## src/hdl/rss_pkg.sv

```systemverilog
package rss_pkg;

  // mode state codes
  typedef enum logic [2:0] {
    MS_RESET    = 3'd0,
    MS_REL      = 3'd1,
    MS_HALF     = 3'd2,
    MS_FULL     = 3'd3,
    MS_STARTREC = 3'd4,
    MS_REC      = 3'd5,
    MS_STOPREC  = 3'd6
  } mode_e;

  // configuration register indexes
  localparam logic [1:0] CFG_MODULE_SELECT   = 2'd0;
  localparam logic [1:0] CFG_CAPTURE_CONTEXT = 2'd1;
  localparam logic [1:0] CFG_SYNC_ENABLE     = 2'd2;
  localparam logic [1:0] CFG_SWITCH_KIND     = 2'd3;
  localparam int unsigned CFG_DATA_W = 4;

  // module select codes
  localparam logic [3:0] SEL_NORMAL  = 4'd1;
  localparam logic [3:0] SEL_QUICK   = 4'd2;
  localparam logic [3:0] SEL_BURST   = 4'd3;
  localparam logic [3:0] SEL_BRACKET = 4'd4;
  localparam logic [3:0] SEL_ZOOM    = 4'd5;
  localparam logic [3:0] SEL_VIDEO   = 4'd6;

  // switch kinds
  localparam logic [1:0] SW_SINGLE = 2'd0;
  localparam logic [1:0] SW_DOUBLE = 2'd1;
  localparam logic [1:0] SW_PULSE  = 2'd2;

  // remote levels
  localparam logic [1:0] LV_REL  = 2'd0;
  localparam logic [1:0] LV_HALF = 2'd1;
  localparam logic [1:0] LV_FULL = 2'd2;

  // key commands
  localparam logic [1:0] KEY_NONE     = 2'd0;
  localparam logic [1:0] KEY_PRESS    = 2'd1;
  localparam logic [1:0] KEY_REL      = 2'd2;
  localparam logic [1:0] KEY_REL_ONLY = 2'd3;

  // zoom commands
  localparam logic [2:0] ZOOM_NONE    = 3'd0;
  localparam logic [2:0] ZOOM_OUT_ONE = 3'd1;
  localparam logic [2:0] ZOOM_IN_ONE  = 3'd2;
  localparam logic [2:0] ZOOM_OUT_MAX = 3'd3;
  localparam logic [2:0] ZOOM_IN_MAX  = 3'd4;

  // zoom pulse counts
  localparam logic [2:0] PLS_STEP_OUT = 3'd1;
  localparam logic [2:0] PLS_STEP_IN  = 3'd2;
  localparam logic [2:0] PLS_SHOOT    = 3'd3;
  localparam logic [2:0] PLS_FULL_OUT = 3'd4;
  localparam logic [2:0] PLS_FULL_IN  = 3'd5;

  localparam logic [31:0] BRACKET_TIMEOUT_MS = 32'd5000;

  typedef struct packed {
    logic [3:0] module_select;
    logic       capture_context;
    logic       sync_enable;
    logic [1:0] switch_kind;
  } cfg_t;

  typedef struct packed {
    logic [1:0]  remote_level;
    logic [2:0]  pulse_count;
    logic        shoot_done;
    logic [31:0] now_ms;
  } poll_t;

  typedef struct packed {
    logic [1:0] half_key;
    logic [1:0] full_key;
    logic       start_shoot;
    logic       sync_wait;
    logic [2:0] zoom_cmd;
    logic       bracket_step;
    logic       bracket_reset;
    logic       state_fault;
  } result_t;

endpackage

```

## src/hdl/rss_stream_if.sv

```systemverilog
interface rss_stream_if #(
  parameter type payload_t = logic
) ();
  logic     valid;
  logic     ready;
  payload_t payload;

  modport source (output valid, output payload, input ready);
  modport sink (input valid, input payload, output ready);
endinterface

```

## src/hdl/remote_shutter_sequencer.sv

```systemverilog
// Remote shutter sequencer: one poll transaction in, one result transaction out.
// A poll is first captured in an input register, then the selected control
// module (normal, sync normal, quick, burst, bracket, zoom or video) updates
// the mode state and bracket stamp and loads the result register when that
// register is empty or being drained. One poll is taken every cycle while the
// output is not stalled; the mode state loop closes through a single register,
// which sets that rate. While a result waits in the output register one more
// poll can sit in the input register.
// Writing any configuration register returns the mode state to reset; the
// bracket stamp is kept. Configure only while no poll is in flight.
module remote_shutter_sequencer (
  input  logic                            clk_i,
  input  logic                            rst_ni,
  input  logic                            cfg_we_i,
  input  logic [1:0]                      cfg_idx_i,
  input  logic [rss_pkg::CFG_DATA_W-1:0]  cfg_data_i,
  rss_stream_if.sink                      poll_i,
  rss_stream_if.source                    result_o
);

  // configuration registers
  rss_pkg::cfg_t cfg_q;

  // input register stage
  logic           in_valid_q;
  rss_pkg::poll_t in_q;

  // block state
  rss_pkg::mode_e mode_q;
  rss_pkg::mode_e mode_d;
  logic [31:0]    stamp_q;
  logic [31:0]    stamp_d;

  // result register stage
  logic             out_valid_q;
  rss_pkg::result_t out_q;
  rss_pkg::result_t res_d;

  logic out_free;
  logic advance;

  // the result register can load when empty or being drained this cycle
  assign out_free = !out_valid_q || result_o.ready;
  // the captured poll moves through the step logic into the result register
  assign advance  = in_valid_q && out_free;

  assign poll_i.ready     = !in_valid_q || advance;
  assign result_o.valid   = out_valid_q;
  assign result_o.payload = out_q;

  rss_step u_step (
    .cfg_i   (cfg_q),
    .mode_i  (mode_q),
    .stamp_i (stamp_q),
    .poll_i  (in_q),
    .mode_o  (mode_d),
    .stamp_o (stamp_d),
    .res_o   (res_d)
  );

  // configuration writes
  always_ff @(posedge clk_i or negedge rst_ni) begin
    if (!rst_ni) begin
      cfg_q <= '0;
    end else if (cfg_we_i) begin
      unique case (cfg_idx_i)
        rss_pkg::CFG_MODULE_SELECT:   cfg_q.module_select   <= cfg_data_i[3:0];
        rss_pkg::CFG_CAPTURE_CONTEXT: cfg_q.capture_context <= cfg_data_i[0];
        rss_pkg::CFG_SYNC_ENABLE:     cfg_q.sync_enable     <= cfg_data_i[0];
        rss_pkg::CFG_SWITCH_KIND:     cfg_q.switch_kind     <= cfg_data_i[1:0];
        default:                      cfg_q                 <= cfg_q;
      endcase
    end
  end

  // mode state and bracket stamp; a config write restarts the mode state
  always_ff @(posedge clk_i or negedge rst_ni) begin
    if (!rst_ni) begin
      mode_q  <= rss_pkg::MS_RESET;
      stamp_q <= '0;
    end else begin
      if (cfg_we_i) begin
        mode_q <= rss_pkg::MS_RESET;
      end else if (advance) begin
        mode_q <= mode_d;
      end
      if (advance) begin
        stamp_q <= stamp_d;
      end
    end
  end

  // input stage control
  always_ff @(posedge clk_i or negedge rst_ni) begin
    if (!rst_ni) begin
      in_valid_q <= 1'b0;
    end else if (poll_i.ready) begin
      in_valid_q <= poll_i.valid;
    end
  end

  // input stage payload
  always_ff @(posedge clk_i) begin
    if (poll_i.valid && poll_i.ready) begin
      in_q <= poll_i.payload;
    end
  end

  // result stage control
  always_ff @(posedge clk_i or negedge rst_ni) begin
    if (!rst_ni) begin
      out_valid_q <= 1'b0;
    end else if (out_free) begin
      out_valid_q <= advance;
    end
  end

  // result stage payload
  always_ff @(posedge clk_i) begin
    if (advance) begin
      out_q <= res_d;
    end
  end

endmodule

```

## src/hdl/rss_step.sv

```systemverilog
module rss_step (
  input  rss_pkg::cfg_t    cfg_i,
  input  rss_pkg::mode_e   mode_i,
  input  logic [31:0]      stamp_i,
  input  rss_pkg::poll_t   poll_i,
  output rss_pkg::mode_e   mode_o,
  output logic [31:0]      stamp_o,
  output rss_pkg::result_t res_o
);

  logic [1:0]  lv;
  logic        pressed;
  logic        bad;
  logic        k_one;
  logic        k_two;
  logic [31:0] elapsed;
  logic        timed_out;

  assign lv        = poll_i.remote_level;
  assign pressed   = (lv == rss_pkg::LV_HALF) || (lv == rss_pkg::LV_FULL);
  assign bad       = !pressed && (lv != rss_pkg::LV_REL);
  assign k_one     = (cfg_i.switch_kind == rss_pkg::SW_SINGLE);
  assign k_two     = (cfg_i.switch_kind == rss_pkg::SW_DOUBLE)
                  || (cfg_i.switch_kind == rss_pkg::SW_PULSE);
  assign elapsed   = poll_i.now_ms - stamp_i;
  assign timed_out = (stamp_i != '0) && (elapsed > rss_pkg::BRACKET_TIMEOUT_MS);

  always_comb begin
    res_o   = '0;
    mode_o  = mode_i;
    stamp_o = stamp_i;
    if (cfg_i.capture_context) begin
      // video table: normal, quick and video selections run video
      if (cfg_i.module_select == rss_pkg::SEL_NORMAL ||
          cfg_i.module_select == rss_pkg::SEL_QUICK ||
          cfg_i.module_select == rss_pkg::SEL_VIDEO) begin
        unique case (mode_i)
          rss_pkg::MS_RESET: mode_o = rss_pkg::MS_REL;
          rss_pkg::MS_REL: begin
            if (bad) res_o.state_fault = 1'b1;
            else if (pressed) begin
              res_o.full_key = rss_pkg::KEY_PRESS;
              mode_o = rss_pkg::MS_STARTREC;
            end
          end
          rss_pkg::MS_STARTREC: begin
            if (bad) res_o.state_fault = 1'b1;
            else if (!pressed) begin
              res_o.full_key = rss_pkg::KEY_REL;
              mode_o = rss_pkg::MS_REC;
            end
          end
          rss_pkg::MS_REC: begin
            if (bad) res_o.state_fault = 1'b1;
            else if (pressed) begin
              res_o.full_key = rss_pkg::KEY_PRESS;
              mode_o = rss_pkg::MS_STOPREC;
            end
          end
          rss_pkg::MS_STOPREC: begin
            if (bad) res_o.state_fault = 1'b1;
            else if (!pressed) begin
              res_o.full_key = rss_pkg::KEY_REL;
              mode_o = rss_pkg::MS_REL;
            end
          end
          default: res_o.state_fault = 1'b1;
        endcase
      end
    end else begin
      unique case (cfg_i.module_select)
        rss_pkg::SEL_NORMAL: begin
          if (cfg_i.sync_enable) begin
            unique case (mode_i)
              rss_pkg::MS_RESET: mode_o = rss_pkg::MS_REL;
              rss_pkg::MS_REL: begin
                if (lv == rss_pkg::LV_HALF) begin
                  if (k_one) begin
                    res_o.start_shoot = 1'b1;
                    res_o.sync_wait   = 1'b1;
                    mode_o = rss_pkg::MS_HALF;
                  end else if (k_two) begin
                    res_o.half_key = rss_pkg::KEY_PRESS;
                    mode_o = rss_pkg::MS_HALF;
                  end
                end else if (bad) res_o.state_fault = 1'b1;
              end
              rss_pkg::MS_HALF: begin
                if (lv == rss_pkg::LV_FULL) begin
                  if (k_one) mode_o = rss_pkg::MS_FULL;
                  else if (k_two) begin
                    res_o.sync_wait = 1'b1;
                    res_o.full_key  = rss_pkg::KEY_PRESS;
                    mode_o = rss_pkg::MS_FULL;
                  end
                end else if (lv == rss_pkg::LV_REL) begin
                  if (k_one) begin
                    if (poll_i.shoot_done) mode_o = rss_pkg::MS_REL;
                  end else if (k_two) begin
                    res_o.half_key = rss_pkg::KEY_REL;
                    mode_o = rss_pkg::MS_REL;
                  end
                end else if (lv != rss_pkg::LV_HALF) res_o.state_fault = 1'b1;
              end
              rss_pkg::MS_FULL: begin
                if (lv == rss_pkg::LV_REL) begin
                  if (k_one) begin
                    if (poll_i.shoot_done) mode_o = rss_pkg::MS_REL;
                  end else if (k_two) begin
                    res_o.full_key = rss_pkg::KEY_REL;
                    res_o.half_key = rss_pkg::KEY_REL;
                    mode_o = rss_pkg::MS_REL;
                  end
                end else if (bad) res_o.state_fault = 1'b1;
              end
              default: res_o.state_fault = 1'b1;
            endcase
          end else begin
            unique case (mode_i)
              rss_pkg::MS_RESET: begin
                res_o.full_key = rss_pkg::KEY_REL;
                res_o.half_key = rss_pkg::KEY_REL;
                mode_o = rss_pkg::MS_REL;
              end
              rss_pkg::MS_REL: begin
                if (lv == rss_pkg::LV_HALF) begin
                  res_o.half_key = rss_pkg::KEY_PRESS;
                  mode_o = rss_pkg::MS_HALF;
                end else if (lv == rss_pkg::LV_FULL) begin
                  res_o.half_key = rss_pkg::KEY_PRESS;
                  res_o.full_key = rss_pkg::KEY_PRESS;
                  mode_o = rss_pkg::MS_FULL;
                end else if (bad) res_o.state_fault = 1'b1;
              end
              rss_pkg::MS_HALF: begin
                if (lv == rss_pkg::LV_REL) begin
                  res_o.half_key = rss_pkg::KEY_REL;
                  mode_o = rss_pkg::MS_REL;
                end else if (lv == rss_pkg::LV_FULL) begin
                  res_o.full_key = rss_pkg::KEY_PRESS;
                  mode_o = rss_pkg::MS_FULL;
                end else if (bad) res_o.state_fault = 1'b1;
              end
              rss_pkg::MS_FULL: begin
                if (lv == rss_pkg::LV_REL) begin
                  res_o.full_key = rss_pkg::KEY_REL;
                  res_o.half_key = rss_pkg::KEY_REL;
                  mode_o = rss_pkg::MS_REL;
                end else if (lv == rss_pkg::LV_HALF) begin
                  res_o.full_key = rss_pkg::KEY_REL;
                  mode_o = rss_pkg::MS_HALF;
                end else if (bad) res_o.state_fault = 1'b1;
              end
              default: res_o.state_fault = 1'b1;
            endcase
          end
        end
        rss_pkg::SEL_QUICK: begin
          unique case (mode_i)
            rss_pkg::MS_RESET: mode_o = rss_pkg::MS_REL;
            rss_pkg::MS_REL: begin
              if (pressed) begin
                res_o.start_shoot = 1'b1;
                mode_o = rss_pkg::MS_FULL;
              end else if (bad) res_o.state_fault = 1'b1;
            end
            rss_pkg::MS_FULL: begin
              if (lv == rss_pkg::LV_REL && poll_i.shoot_done) mode_o = rss_pkg::MS_REL;
            end
            default: res_o.state_fault = 1'b1;
          endcase
        end
        rss_pkg::SEL_BURST: begin
          unique case (mode_i)
            rss_pkg::MS_RESET: mode_o = rss_pkg::MS_REL;
            rss_pkg::MS_REL: begin
              if (pressed) begin
                res_o.start_shoot = 1'b1;
                mode_o = rss_pkg::MS_HALF;
              end else if (bad) res_o.state_fault = 1'b1;
            end
            rss_pkg::MS_HALF: begin
              if (poll_i.shoot_done) mode_o = rss_pkg::MS_REL;
            end
            default: res_o.state_fault = 1'b1;
          endcase
        end
        rss_pkg::SEL_BRACKET: begin
          unique case (mode_i)
            rss_pkg::MS_RESET: mode_o = rss_pkg::MS_REL;
            rss_pkg::MS_REL: begin
              if (timed_out) begin
                res_o.bracket_reset = 1'b1;
                stamp_o = '0;
              end
              if (lv == rss_pkg::LV_HALF) begin
                res_o.half_key = rss_pkg::KEY_PRESS;
                mode_o = rss_pkg::MS_HALF;
              end else if (lv == rss_pkg::LV_FULL) begin
                res_o.full_key = rss_pkg::KEY_PRESS;
                mode_o  = rss_pkg::MS_FULL;
                stamp_o = poll_i.now_ms;
              end else if (bad) res_o.state_fault = 1'b1;
            end
            rss_pkg::MS_HALF: begin
              if (lv == rss_pkg::LV_REL) begin
                res_o.half_key = rss_pkg::KEY_REL;
                mode_o = rss_pkg::MS_REL;
              end else if (lv == rss_pkg::LV_FULL) begin
                res_o.full_key = rss_pkg::KEY_PRESS;
                mode_o  = rss_pkg::MS_FULL;
                stamp_o = poll_i.now_ms;
              end else if (bad) res_o.state_fault = 1'b1;
            end
            rss_pkg::MS_FULL: begin
              if (lv == rss_pkg::LV_REL) begin
                res_o.full_key     = rss_pkg::KEY_REL_ONLY;
                res_o.half_key     = rss_pkg::KEY_REL;
                res_o.bracket_step = 1'b1;
                mode_o = rss_pkg::MS_REL;
              end else if (lv == rss_pkg::LV_HALF) begin
                res_o.full_key     = rss_pkg::KEY_REL_ONLY;
                res_o.bracket_step = 1'b1;
                mode_o = rss_pkg::MS_HALF;
              end else if (bad) res_o.state_fault = 1'b1;
            end
            default: res_o.state_fault = 1'b1;
          endcase
        end
        rss_pkg::SEL_ZOOM: begin
          // foreign states are ignored here
          if (mode_i == rss_pkg::MS_RESET) mode_o = rss_pkg::MS_REL;
          else if (mode_i == rss_pkg::MS_REL) begin
            case (poll_i.pulse_count)
              rss_pkg::PLS_STEP_OUT: res_o.zoom_cmd = rss_pkg::ZOOM_OUT_ONE;
              rss_pkg::PLS_STEP_IN:  res_o.zoom_cmd = rss_pkg::ZOOM_IN_ONE;
              rss_pkg::PLS_SHOOT: begin
                res_o.start_shoot = 1'b1;
                mode_o = rss_pkg::MS_FULL;
              end
              rss_pkg::PLS_FULL_OUT: res_o.zoom_cmd = rss_pkg::ZOOM_OUT_MAX;
              rss_pkg::PLS_FULL_IN:  res_o.zoom_cmd = rss_pkg::ZOOM_IN_MAX;
              default: res_o.zoom_cmd = rss_pkg::ZOOM_NONE;
            endcase
          end else if (mode_i == rss_pkg::MS_FULL) begin
            if (poll_i.shoot_done) mode_o = rss_pkg::MS_REL;
          end
        end
        default: res_o = '0;
      endcase
    end
  end

endmodule

```

## src/flat_wrapper.sv

```systemverilog
// flat-port wrapper written by rule: the top's interface ports become plain ports
module remote_shutter_sequencer_flat 
  (clk_i, rst_ni, cfg_we_i, cfg_idx_i, cfg_data_i, poll_i_valid, poll_i_payload, poll_i_ready, result_o_valid, result_o_payload, result_o_ready);
  rss_stream_if #(.payload_t(rss_pkg::poll_t)) poll_i_i ();
  rss_stream_if #(.payload_t(rss_pkg::result_t)) result_o_i ();
  input  logic clk_i;
  input  logic rst_ni;
  input  logic cfg_we_i;
  input  logic [1:0] cfg_idx_i;
  input  logic [rss_pkg::CFG_DATA_W-1:0] cfg_data_i;
  input wire logic [$bits(poll_i_i.valid)-1:0] poll_i_valid;
  input wire logic [$bits(poll_i_i.payload)-1:0] poll_i_payload;
  output wire logic [$bits(poll_i_i.ready)-1:0] poll_i_ready;
  output wire logic [$bits(result_o_i.valid)-1:0] result_o_valid;
  output wire logic [$bits(result_o_i.payload)-1:0] result_o_payload;
  input wire logic [$bits(result_o_i.ready)-1:0] result_o_ready;
  assign poll_i_i.valid = poll_i_valid;
  assign poll_i_i.payload = poll_i_payload;
  assign poll_i_ready = poll_i_i.ready;
  assign result_o_valid = result_o_i.valid;
  assign result_o_payload = result_o_i.payload;
  assign result_o_i.ready = result_o_ready;
  remote_shutter_sequencer u_core (.clk_i(clk_i), .rst_ni(rst_ni), .cfg_we_i(cfg_we_i), .cfg_idx_i(cfg_idx_i), .cfg_data_i(cfg_data_i), .poll_i(poll_i_i), .result_o(result_o_i));
endmodule
```

## config.mk

```make
export PLATFORM = sky130hd
export DESIGN_NAME = remote_shutter_sequencer_flat
export DESIGN_NICKNAME = d
export VERILOG_FILES = /design/src/hdl/rss_pkg.sv /design/src/hdl/rss_stream_if.sv /design/src/hdl/remote_shutter_sequencer.sv /design/src/hdl/rss_step.sv /design/src/flat_wrapper.sv
export SDC_FILE = /design/constraint.sdc
export NUM_CORES = 1
export LEC_CHECK = 0
export BUFFER_PORTS_ARGS = -buffer_cell sky130_fd_sc_hd__buf_4
export CORE_MARGIN = 2
export CORE_UTILIZATION = 65
export CTS_CLUSTER_SIZE = 28
export DETAILED_ROUTE_END_ITERATION = 7
export GPL_TIMING_DRIVEN = 0
export HOLD_SLACK_MARGIN = 0.08
export PLACE_DENSITY = 0.88
export SKIP_LAST_GASP = 1
export SYNTH_ARGS = -nofsm -noshare
export SYNTH_HDL_FRONTEND = slang
export SYNTH_SLANG_ARGS = --single-unit
```

## constraint.sdc

```tcl
create_clock -name clk_i -period 9.15 [get_ports clk_i]
set_input_delay 1.83 -clock clk_i [delete_from_list [all_inputs] [get_ports clk_i]]
set_output_delay 1.83 -clock clk_i [all_outputs]
set_load 0.02 [all_outputs]
```

=== After elaboration in Yosys (flattened, before gate mapping) ===
Cells that the tools add are included.

* Output and inout bits: 14
* Register bits after elaboration: 95
* Bits of input ports: 49
* Word-level logic and storage cells: 237

* Bitwise operators: 7
* $lt $le $gt $ge: 1
* Add/sub/neg operators: 1
* Reductions and logical operators: 39
* Eq/ne operators: 48
* Muxes and demuxes: 121

{| class="wikitable"
|+ Operators by type and width
! cell !! number
|-
| 32-bit two-way mux || 5
|-
| 3-bit two-way mux || 36
|-
| 32-bit one-hot mux with 2 select lines || 1
|-
| 2-bit two-way mux || 22
|-
| 4-bit != test (second input constant) || 10
|-
| 3-bit one-hot mux with 4 select lines || 3
|-
| 32-bit by 13-bit > comparator with 1-bit output (second input constant) || 1
|-
| 1-bit two-way mux || 32
|-
| 32-bit nonzero test || 1
|-
| 32-bit subtractor || 1
|-
| 3-bit one-hot mux with 5 select lines || 2
|-
| 23-bit AND reduction || 1
|-
| 3-bit one-hot mux with 3 select lines || 2
|-
| 4-bit two-way mux || 4
|-
| 8-bit by 7-bit != test with 1-bit output (second input constant) || 2
|-
| 4-bit one-hot mux with 4 select lines || 1
|-
| 3-bit equality test (second input constant) || 5
|-
| 3-bit by 2-bit equality test with 1-bit output (second input constant) || 4
|-
| 4-bit by 3-bit equality test with 1-bit output (second input constant) || 3
|-
| 6-bit by 4-bit != test with 1-bit output (second input constant) || 2
|-
| 6-bit by 5-bit != test with 1-bit output (second input constant) || 2
|-
| 1-bit one-hot mux with 4 select lines || 3
|-
| 4-bit one-hot mux with 3 select lines || 1
|-
| 2-bit OR reduction || 5
|-
| other kinds (29) || 68
|}

=== Depth between registers and ports, before layout ===
* Word-level depth: 12
* Depth in mapped cells: 14
* Gate-level depth less buffers: 13

=== Cells and area by module ===
From an unflattened synthesis, not the netlist that was laid out.

* Cells, all modules: 789
* Area total of the unflattened synthesis: 7,427.1 um^2

{| class="wikitable"
|+ Modules (own cells, without submodules)
! module !! instances !! cells each !! area each (um^2)
|-
| rss_step || 1 || 629 || 4,041.4
|-
| remote_shutter_sequencer || 1 || 160 || 3,385.7
|}

=== Worst setup path before layout ===
No wires, ideal clock.

* Kind: input port to output port
* Start point: input port result_o_ready
* End point: output port poll_i_ready
* Required time: 7.320 ns
* Buffers on the path: 0
* Arrival: 2.108 ns
* Path slack: 5.212 ns
* Cell stages on the path: 1
* Cell sequence: nand3b_1

* Word-level cells in the longest chain between the ends: 3

{| class="wikitable"
|+ RTL lines
! item !! line !! RTL
|-
| start: declaration || flat_wrapper.sv:16 || <nowiki>input wire logic [$bits(result_o_i.ready)-1:0] result_o_ready;</nowiki>
|-
| 1-bit logical OR || remote_shutter_sequencer.sv:43 || <nowiki>assign out_free = !out_valid_q || result_o.ready;</nowiki>
|-
| 1-bit logical AND || remote_shutter_sequencer.sv:45 || <nowiki>assign advance = in_valid_q && out_free;</nowiki>
|-
| 1-bit logical OR || remote_shutter_sequencer.sv:47 || <nowiki>assign poll_i.ready = !in_valid_q || advance;</nowiki>
|-
| end: declaration || flat_wrapper.sv:13 || <nowiki>output wire logic [$bits(poll_i_i.ready)-1:0] poll_i_ready;</nowiki>
|}

No other way between the ends.

=== Worst setup path in the final report ===
* Start point: input port result_o_ready
* End point: register u_core.stamp_q[22]

* Word-level cells in the longest chain between the ends: 3

{| class="wikitable"
|+ RTL lines
! item !! line !! RTL
|-
| 1-bit logical OR || remote_shutter_sequencer.sv:43 ||
|-
| 1-bit logical AND || remote_shutter_sequencer.sv:45 ||
|-
| named net u_core.advance || remote_shutter_sequencer.sv:40 || <nowiki>logic advance;</nowiki>
|-
| 6-bit AND reduction (no source line) || - ||
|-
| end signal: assignment || remote_shutter_sequencer.sv:88 || <nowiki>stamp_q <= stamp_d;</nowiki>
|-
| end: declaration || remote_shutter_sequencer.sv:31 || <nowiki>logic [31:0] stamp_q;</nowiki>
|}

The timed path passes the listed nets, and every way through them passes these cells.
A chain may end at the register's enable or synchronous reset.

==> results.yml <==
grt:
  antenna_found_initial: 0
  grt_max_degree: 46
  grt_overflow: 0
  grt_use_total: 0.360
  grt_pass1_wl_um: 31100
  first_global_vias: 6006
clock_tree:
  htree_levels: 3
  cts_tree: "yes"
  cts.path.max_buffers: 2
  post_cts_resized: 0
  root_buffer: "clkbuf_8"
  cts_setup_buffers: 0
  hold_buffers: 0
  clkTransAtPathRegs_ps: 90
  cts_made_buffers: 9
  clock-sinks: 95
  clkLatencyLatePin_ps: 390
worst_setup_path:
  startpoint_type: "input pin"
  cpMostUsedCell: "clkbuf_1"
  critPathKind: "input pin to flop"
  reg2reg_to: "u_core.stamp_q[22]"
  rrSetupSlack_ps: 5470
  critical_path_arrival_ps: 4590
  cp-end-kind: "flop"
  path_max_fanout: 15
  reg2reg_depth: 14
  cpPeakStageDelay_ps: 720
  setup.worst_path.start: "result_o_ready"
  worst-path-stages: 9
  endpoint: "u_core.stamp_q[22]"
  r2r_start: "u_core.in_q[0]"
  worst_path_max_delay_cell: "clkbuf_1"
  cpLargestDelayFamily: "buffers and inverters"
  path_buf_inv: 4
  cp.required_ps: 9450
  path_cells: "buf_4, nand2b_1, and2_1, clkbuf_1, nand4_1, inv_1, clkbuf_1, nand2_1, a21oi_2"
status:
  status: "completed"
synthesis:
  synth_most_common_cell: "nand2_1"
  synth_commonest_cells: "nand2_1, a21oi_1, edfxtp_1, inv_1, dfrtp_1"
  syn_area_sq_um: 6690
  ys_seq_area_frac: 0.393
  synth_nets: 829
  ys_types: 71
  synth_largest_area_cell: "edfxtp_1"
  synth_edf_count: 50
  synthTopCellsByArea: "edfxtp_1, dfrtp_1, ha_1"
  netlist_instances: 741
  yosys_warnings: 0
  async_reset_ff_frac: 0.474
  synth_top_area_frac: 0.224
  ys_ff_latch: 95
  avgSynthCellArea_sq_um: 9.03
  synthFlopType: "edfxtp_1"
floorplan:
  die_h_um: 105
  die_area_sq_um: 11100
  fp-row-count: 37
  core-area_sq_um: 10100
  die_w_um: 105
  start_util: 0.660
  boundaryPins: 63
sta:
  setup_viol: 0
  rsz0062_at_grt: "false"
  fin_setup_tns_ps: 0
  worst_slew_pin_slew_ps: 1060
  final_max_slew_viol_count: 0
  period_share: 0.469
  hold_viol_final: 0
  fin_crit_ps: 4290
  fmax_mhz: 233
  hold_ws_ps: 530
  slew_headroom: 0.295
  skew_ps: 21.6
pwr:
  p_leak_uw: 0.00280
  peakVddDrop_mv: 0.174
  power.density_nw_per_um2: 156
drt:
  vias: 6251
  ant_nets: 0
  post_drt_wl_per_cell_um: 20.3
  drtIter0Drc: 593
  drtPass1Iterations: 5
  vias_per_cell: 6.55
  drc: 0
  wl_um: 19400
final_layout:
  area_growth_syn_to_layout_pct: 12.4
  regArea_sq_um: 2630
  fin_nets: 902
  multi_input_area_sq_um: 3710
  drive_above_1_share: 0.189
  final_util: 0.742
  fillers: 746
  antennaDiodeCount: 0
job:
  maxCapViolations: 0
placed_design:
  gp_congestion: 1.03
  numPortBuffers: 62
  hpwl_um: 14400
hold_path:
  hold_path_class: "flop to flop"
-- registers in the layout, summed over array words and instances, names as in the netlist --
signal                   flops
u_core.stamp_q              32
u_core.result_o.valid        1
u_core.mode_q                3
u_core.in_valid_q            1
u_core.result_o.payload     12
u_core.cfg_q                 8
u_core.in_q                 38
-- worst reg2reg max path, delay by kind of cell, from the launching register on --
family | cells | cell delay, ps
AO/OA/AOI/OAI | 7 | 1610
adder cells (fa/ha/maj) | 2 | 660
AND/OR/NAND/NOR | 1 | 450
buffers and inverters | 3 | 390
flip-flops | 1 | 380
XOR/XNOR | 1 | 100
-- routing by layer --
layer	wire, um	GRT usage	vias to the layer above
met5	0	0	-
met4	508	0.126	0
met3	1670	0.0717	55
met2	8710	0.550	353
met1	8520	0.514	2981
li1	-	-	2862
-- where the power goes --
| part | internal (uW) | total (uW) | switching, uW |
|---|---|---|---|
| Clock | 127 | 286 | 160 |
| Sequential | 486 | 511 | 25.2 |
| Combinational | 139 | 375 | 235 |
| Total | 752 | 1170 | 420 |
-- final cells by class --
cell class | count | area share
well taps | 136 | 0.0226
multi-input cells | 563 | 0.493
repair buffers | 62 | 0.0618
inverters | 50 | 0.0249
flip-flops and latches | 95 | 0.349
clock buffers | 9 | 0.0165
clock inverters | 7 | 0.00948
plain buffers | 33 | 0.0223
-- how the worst min path moves through the flow --
stage                            endpoint  cells after the start  slack, ps               from
floorplan           u_core.result_o.valid                      1        450  u_core.in_valid_q
global placement    u_core.result_o.valid                      1        460  u_core.in_valid_q
detailed placement        u_core.cfg_q[0]                      1        510    u_core.cfg_q[0]
CTS                       u_core.cfg_q[0]                      1        540    u_core.cfg_q[0]
global route              u_core.cfg_q[0]                      1        560    u_core.cfg_q[0]
finish                    u_core.cfg_q[0]                      1        530    u_core.cfg_q[0]
-- per-stage QoR --
step | cell area [sq um] | setup WS [ps] | cells | total power (uW)
detailed placement | 7330 | 4640 | 939 | 880
finish | 7530 | 4860 | 955 | 1170
global route | 7530 | 4700 | 955 | 1220
floorplan | 6690 | 5210 | 741 | 766
global placement | 7330 | 4830 | 939 | 867
CTS | 7530 | 5010 | 955 | 1160
-- cell families after synthesis --
group	after synthesis	share of synthesized area
multiplexers	10	0.0164
XOR/XNOR	20	0.0262
buffers and inverters	83	0.0531
flip-flops	95	0.393
AO/OA/AOI/OAI	226	0.237
AND/OR/NAND/NOR	268	0.201
adder cells (fa/ha/maj)	39	0.0740
-- cell usage in the layout (no fill, tap or decap), drive strengths merged, types with 6 or more instances in the layout --
cell type,n
nand2,104
a21oi,89
buf,72
inv,51
edfxtp,50
dfrtp,45
nor2,45
o21ai,41
ha,38
clkbuf,32
nor3,19
nand3,19
xnor2,18
nor4,14
nand2b,13
nand4,13
a211oi,13
a21o,11
o211ai,9
o21a,9
mux2,8
a31oi,8
or3,7
o31ai,7
a22oi,6
and2,6
Power figures use the tool's default switching activity.
